File: src/design/ppc_pkg.sv
`default_nettype none
// ----------------------------------------------------------------------------
// ppc_pkg
// Shared widths, register indexes and the controller command type of the
// PID position controller.
// ----------------------------------------------------------------------------
package ppc_pkg;

   // Fixed field and internal widths.
   localparam int ERR_W   = 16;  // error after deadzone and clamp
   localparam int GAIN_W  = 16;
   localparam int LIM_W   = 15;
   localparam int INT_W   = 26;  // integral sum, clamped to 32767*1000
   localparam int DQ_W    = 26;  // derivative numerator after the shift by 8
   localparam int RAW_W   = 27;
   localparam int DRIVE_W = 16;
   localparam int CSR_IDX_W  = 3;
   localparam int CSR_DATA_W = 16;

   // Register indexes.
   localparam logic [CSR_IDX_W-1:0] REG_PROP_GAIN  = 3'd0;
   localparam logic [CSR_IDX_W-1:0] REG_INTEG_GAIN = 3'd1;
   localparam logic [CSR_IDX_W-1:0] REG_DERIV_GAIN = 3'd2;
   localparam logic [CSR_IDX_W-1:0] REG_DEAD_BAND  = 3'd3;
   localparam logic [CSR_IDX_W-1:0] REG_ERROR_LIM  = 3'd4;
   localparam logic [CSR_IDX_W-1:0] REG_INTEG_LIM  = 3'd5;
   localparam logic [CSR_IDX_W-1:0] REG_MAX_POWER  = 3'd6;

   // Commands from the controller to the datapath.
   typedef struct packed {
      logic load;      // capture the input item
      logic diff;      // form target minus position
      logic limit;     // deadzone and error clamp
      logic mult;      // error products
      logic integ;     // integral update, divider load
      logic imult;     // integral gain product and I clamp
      logic div_step;  // one quotient bit
      logic sum;       // P + I + D
      logic result;    // load the output registers
   } ppc_cmd_type;

endpackage
`default_nettype wire

File: src/design/ppc_ctrl.sv
`default_nettype none
// ----------------------------------------------------------------------------
// ppc_ctrl
// Sequencer that steps the datapath through one update and owns the
// channel handshakes.
// ----------------------------------------------------------------------------
module ppc_ctrl
   import ppc_pkg::*;
(
   input  wire logic  clock,
   input  wire logic  reset,
   input  wire logic  req_valid,
   output logic       req_ready,
   output logic       rsp_valid,
   input  wire logic  rsp_ready,
   output ppc_cmd_type cmd
);

   localparam logic [3:0] ST_IDLE  = 4'd0;
   localparam logic [3:0] ST_DIFF  = 4'd1;
   localparam logic [3:0] ST_LIMIT = 4'd2;
   localparam logic [3:0] ST_MULT  = 4'd3;
   localparam logic [3:0] ST_INTEG = 4'd4;
   localparam logic [3:0] ST_IMULT = 4'd5;
   localparam logic [3:0] ST_DIV   = 4'd6;
   localparam logic [3:0] ST_SUM   = 4'd7;
   localparam logic [3:0] ST_OUT   = 4'd8;

   localparam int CNT_W = $clog2(DQ_W);

   logic [3:0]       state_ff, state_in;
   logic [CNT_W-1:0] cnt_ff, cnt_in;
   logic             rsp_valid_ff, rsp_valid_in;
   logic             out_free;

   assign out_free  = !rsp_valid_ff || rsp_ready;
   assign req_ready = (state_ff == ST_IDLE);
   assign rsp_valid = rsp_valid_ff;

   // Next state and commands.
   always_comb begin
      state_in = state_ff;
      cnt_in   = cnt_ff;
      cmd      = '0;
      case (state_ff)
         ST_IDLE: begin
            if (req_valid) begin
               cmd.load = 1'b1;
               state_in = ST_DIFF;
            end
         end
         ST_DIFF: begin
            cmd.diff = 1'b1;
            state_in = ST_LIMIT;
         end
         ST_LIMIT: begin
            cmd.limit = 1'b1;
            state_in  = ST_MULT;
         end
         ST_MULT: begin
            cmd.mult = 1'b1;
            state_in = ST_INTEG;
         end
         ST_INTEG: begin
            cmd.integ = 1'b1;
            state_in  = ST_IMULT;
         end
         ST_IMULT: begin
            cmd.imult = 1'b1;
            cnt_in    = '0;
            state_in  = ST_DIV;
         end
         ST_DIV: begin
            cmd.div_step = 1'b1;
            cnt_in       = cnt_ff + 1'b1;
            if (cnt_ff == CNT_W'(DQ_W - 1)) begin
               state_in = ST_SUM;
            end
         end
         ST_SUM: begin
            cmd.sum  = 1'b1;
            state_in = ST_OUT;
         end
         ST_OUT: begin
            if (out_free) begin
               cmd.result = 1'b1;
               state_in   = ST_IDLE;
            end
         end
         default: begin
            state_in = ST_IDLE;
         end
      endcase
   end

   // Result valid flag.
   always_comb begin
      rsp_valid_in = rsp_valid_ff;
      if (rsp_ready) begin
         rsp_valid_in = 1'b0;
      end
      if (cmd.result) begin
         rsp_valid_in = 1'b1;
      end
   end

   always_ff @(posedge clock) begin
      if (reset) begin
         state_ff     <= ST_IDLE;
         cnt_ff       <= '0;
         rsp_valid_ff <= 1'b0;
      end else begin
         state_ff     <= state_in;
         cnt_ff       <= cnt_in;
         rsp_valid_ff <= rsp_valid_in;
      end
   end

endmodule
`default_nettype wire

File: config.mk
export PLATFORM = sky130hd
export DESIGN_NAME = ppc_ctrl
export DESIGN_NICKNAME = d
export VERILOG_FILES = /design/src/design/ppc_pkg.sv /design/src/design/ppc_ctrl.sv
export SDC_FILE = /design/constraint.sdc
export NUM_CORES = 1
export LEC_CHECK = 0
export BUFFER_PORTS_ARGS = -buffer_cell sky130_fd_sc_hd__clkbuf_2
export CAP_MARGIN = 0
export CELL_PAD_IN_SITES_DETAIL_PLACEMENT = 0
export CELL_PAD_IN_SITES_GLOBAL_PLACEMENT = 1
export CORE_UTILIZATION = 40
export CTS_CLUSTER_SIZE = 40
export DETAILED_ROUTE_END_ITERATION = 12
export GPL_TIMING_DRIVEN = 1
export PLACE_DENSITY_LB_ADDON = 0.15
export SYNTH_ARGS = -nofsm -noshare
export SYNTH_HDL_FRONTEND = slang
export SYNTH_SLANG_ARGS = --single-unit
File: constraint.sdc
create_clock -name clock -period 4.61 [get_ports clock]
set_input_delay 0.922 -clock clock [delete_from_list [all_inputs] [get_ports clock]]
set_output_delay 0.922 -clock clock [all_outputs]
set_load 0.05 [all_outputs]
# Word-level counts from Yosys, hierarchy flattened
# Cells that the tools add are included.
# Widths: inputs -> output; s select.
dict set report word_totals {
  elab_cells 40
  inputBits 4
  out_inout_bits 11
  ff_bits 10
}
dict set report op_classes {
  reduce_logical 6
  addsub 1
  mux 18
  n_eq_ne 12
}
# cell n
set ops {}
lappend ops {{$pmux 4 s9} 1}
lappend ops {{$eq 4x3->1 const B} 4}
lappend ops {{$mux 1} 13}
lappend ops {{$mux 4} 3}
lappend ops {{$pmux 5 s2} 1}
lappend ops {{$eq 4x2->1 const B} 2}
lappend ops {{$ne 2x2->1 const B} 3}
lappend ops {{$add 5x1->5 const B} 1}
lappend ops {{$eq 5x5->1 const B} 1}
lappend ops {{$eq 4x1->1 const B} 1}
lappend ops {{$eq 4x4->1 const B} 1}
lappend ops {{$logic_not 4->1} 1}
lappend ops {{$reduce_bool 2->1} 2}
lappend ops {{$reduce_and 3->1} 1}
lappend ops {{$logic_not 1->1} 1}
lappend ops {{$logic_or 1x1->1} 1}

# Depth between registers and ports, before layout
dict set report logic_depth {
  depth_word 5
  depth_mapped 5
  ltp_nobuf 5
}

# Worst setup path before layout
# No wires, ideal clock.
dict set report synth_timing {
  path_kind {flip-flop to output port}
  startpoint {register state_ff[1]}
  endpoint {output cmd[8] in the netlist's numbering}
  n_path_buf 1
  required_time_ns 3.688
  path_stages_with_launch 4
  path_slack_ns 1.099
  arrival_ns 2.589
  path_cell_list {dfxtp_1 buf_2 nor4_1 and2_1}
}
# item line_no
set synth_rtl {}
lappend synth_rtl {{from (decl)} ppc_ctrl.sv:31} ;# logic [3:0] state_ff, state_in;
lappend synth_rtl {{from (signal assigned)} ppc_ctrl.sv:113} ;# state_ff <= state_in;
lappend synth_rtl {{to (decl)} ppc_ctrl.sv:16} ;# output ppc_cmd_type cmd

==> run summary <==
Drt total wl - 1390 um
Maximum vdd drop - 0.0001532 V
Nets - 98
Critical path's top delay family - simple AND/OR/NAND/NOR gates
Slew HR - 64.98%
Routability congestion estimate - 0.7199
Worst hold margin - 518.6 ps
# diodes - 0
CTS Buf Count - 3
Arrival @ worst endpoint - 1750 ps
Vias post-DR - 605
Root Buffer Master - clkbuf_4
CTS Buffer Depth - 2
IO Pins - 15
Reg2reg start - state_ff[2]
WS Path Type - flip-flop to output pin
Design Power - 0.2545 mW
Worst EP required - 3690 ps
Cell with the largest stage delay on the worst path - dfxtp_1
Clk pwr share - 23.1%
Cts hold-fix bufs - 0
Synth-to-Final Area Change - 9.830%
Ys Warns - 0
CP Launch Point - state_ff[3]
Critical path launch point type - flip-flop
Final ANT Viol Nets - 0
Placeable Area - 1524 sq um
Worst min path class - flip-flop to flip-flop
Clock period minus worst slack - 2673 ps
Avg Cell Area, Syn - 8.171 sq um
Post-CTS Setup Inserts - 0
Synthesized flop and latch total - 10
Worst path bufs/invs - 1
Mapped Cells - 81
EDFF count, synth - 0
CTS tree - done
IO Port Bufs - 14
Worst R2R Setup Slack - 2950 ps
Layout cells sized above 1 - 21.11%
Internal - 0.1476 mW
Sw Pwr - 0.1069 mW
CP cell instances - or4b_4, nor2b_1, clkbuf_2
Wire per inst - 13.11 um
FP Rows - 14
Global Route Usage Sum - 16.37%
Clock transition at the registers of the reported paths - 70 ps
Final hold vios - 0
Clk Latency, worst-skew pair - 260 ps
# resized after CTS - 0
Critical path depth - 3
Capturing point of the worst reg2reg path - cnt_ff[4]
Setup violations, final - 0
Outcome - finished, final reports clean
Antenna violations before repair - 0
CP Max Fanout - 13
Number of global-route vias before repair - 456
Overall die area - 1822 sq um
RSZ-0062 raised after global routing - false
Ys async rst share - 0%
Final WS setup - 1937 ps
Final period utilization - 57.98%
Reg power frac - 44.0%
DRC - 0
Vias per cell - 5.708
Synth Flop Type - dfxtp_1
Dpl ws - 2155 ps
Pin count of the biggest net entering global routing - 20
Unique cell type count in the Yosys netlist - 31
Max-cap violations - 0
Final HPWL DP - 923.7 um
Die Y - 42.68 um
Synth Cell Area - 661.9 sq um
Max Clk Rate - 374.2 MHz
Starting density of the core - 43.43%
Area post-placement - 704.4 sq um
Final Instance Area - 726.9 sq um
Syn_nets - 87
Drt first pass iters - 4
Setup crit end - cmd[0]
Cell Pwr Density - 350.1 nW/um^2
# H-tree levels - 1
Iter 0 DRT Violations - 17
Fin Setup TNS - 0 ps
Gate power share - 33.0%
Seq/Total Area, Yosys - 30.25%
Die W - 42.68 um
Max-slew violation count - 0
Total grt overflow - 0
Clock sink count - 10
FF-to-FF path depth - 3
Leak - 0.2883 nW
Tightest Pin Transition - 524.6 ps
Crit path largest cell delay - 560 ps
Fin Clk Skew - 7.720 ps
Sw frac - 42.01%
Global-route wire length before repair - 2173 um
CP endpoint kind - output pin
## power groups by stage
| stage | Combinational [mW] | Sequential, mW | Clock [mW] |
|---|---|---|---|
| floorplan | 0.0835 | 0.101 | 0 |
| detailed placement | 0.0841 | 0.114 | 0 |
| finish | 0.0839 | 0.112 | 0.0587 |
| global route | 0.0881 | 0.114 | 0.0660 |
| CTS | 0.0843 | 0.112 | 0.0611 |
| global placement | 0.0842 | 0.114 | 0 |
## through the flow
step	cells	utilization (%)
after floorplan	81	-
after global placement	103	46.22
after detailed placement	103	46.22
after CTS	106	47.70
after global routing	106	47.70
final	106	47.70
## registers in the layout (all words and copies together), names as in the netlist
signal     cells
cnt_ff         5
rsp_valid      1
state_ff       4
## cells by family after synthesis
logic type | after synthesis | synth area share (%)
AOI/OAI and AO/OA | 18 | 17.58
xor gates and xnor gates | 1 | 1.323
adders and majority gates | 2 | 3.780
buffers and inverters | 11 | 8.884
DFF | 10 | 30.25
and+or+nand+nor | 39 | 38.18
## cells in the mapped netlist (3+ instances only)
| cell type | count | area share (%) |
|---|---|---|
| inv_1 | 3 | 1.7 |
| nor3_1 | 6 | 4.5 |
| nor2_1 | 3 | 1.7 |
| or4_1 | 4 | 4.5 |
| nor2b_1 | 5 | 4.7 |
| o21ai_0 | 3 | 2.3 |
| nand3_1 | 3 | 2.3 |
| buf_2 | 5 | 3.8 |
| a21oi_1 | 7 | 5.3 |
| dfxtp_1 | 10 | 30 |
| nand2b_1 | 4 | 3.8 |
## cell usage in the layout (no fill, tap or decap), types with 3 or more instances in the layout
cell type,count
a21oi_1,7
clkbuf_2,14
clkbuf_4,3
dfxtp_1,10
inv_1,3
nand2b_1,4
nand3_1,3
nor2_1,3
nor2b_1,5
nor3_1,6
o21ai_0,3
or4_1,4
## worst min path at each step
stage | startpoint | to | slack (ps) | cells after the start
global placement | rsp_valid | rsp_valid | 500 | 2
global route | rsp_valid | rsp_valid | 560 | 2
CTS | rsp_valid | rsp_valid | 530 | 2
detailed placement | rsp_valid | rsp_valid | 510 | 2
floorplan | cnt_ff[1] | cnt_ff[1] | 500 | 2
finish | rsp_valid | rsp_valid | 520 | 2
## cell type report
class | count | area, sq um
fillers | 162 | 797.0
multi-input cells | 60 | 402.9
flip-flops and latches | 10 | 200.2
repair buffers | 14 | 70.07
clock buffers | 3 | 22.52
well taps | 16 | 20.02
inverters | 3 | 11.26
## routing by layer
layer	vias up	share of wire, %	track usage, %
met4	0	2.4	11.25
met5	-	0	0
li1	319	-	-
met3	4	4.1	3.830
met2	19	40	19.39
met1	263	53	24.93
## tightest hold or removal path: stages (launching register included)
cell and delay (ps):
dfxtp_1 310, nand2b_1 90, a21oi_1 70
No activity file was read; power rests on OpenSTA's default activity.
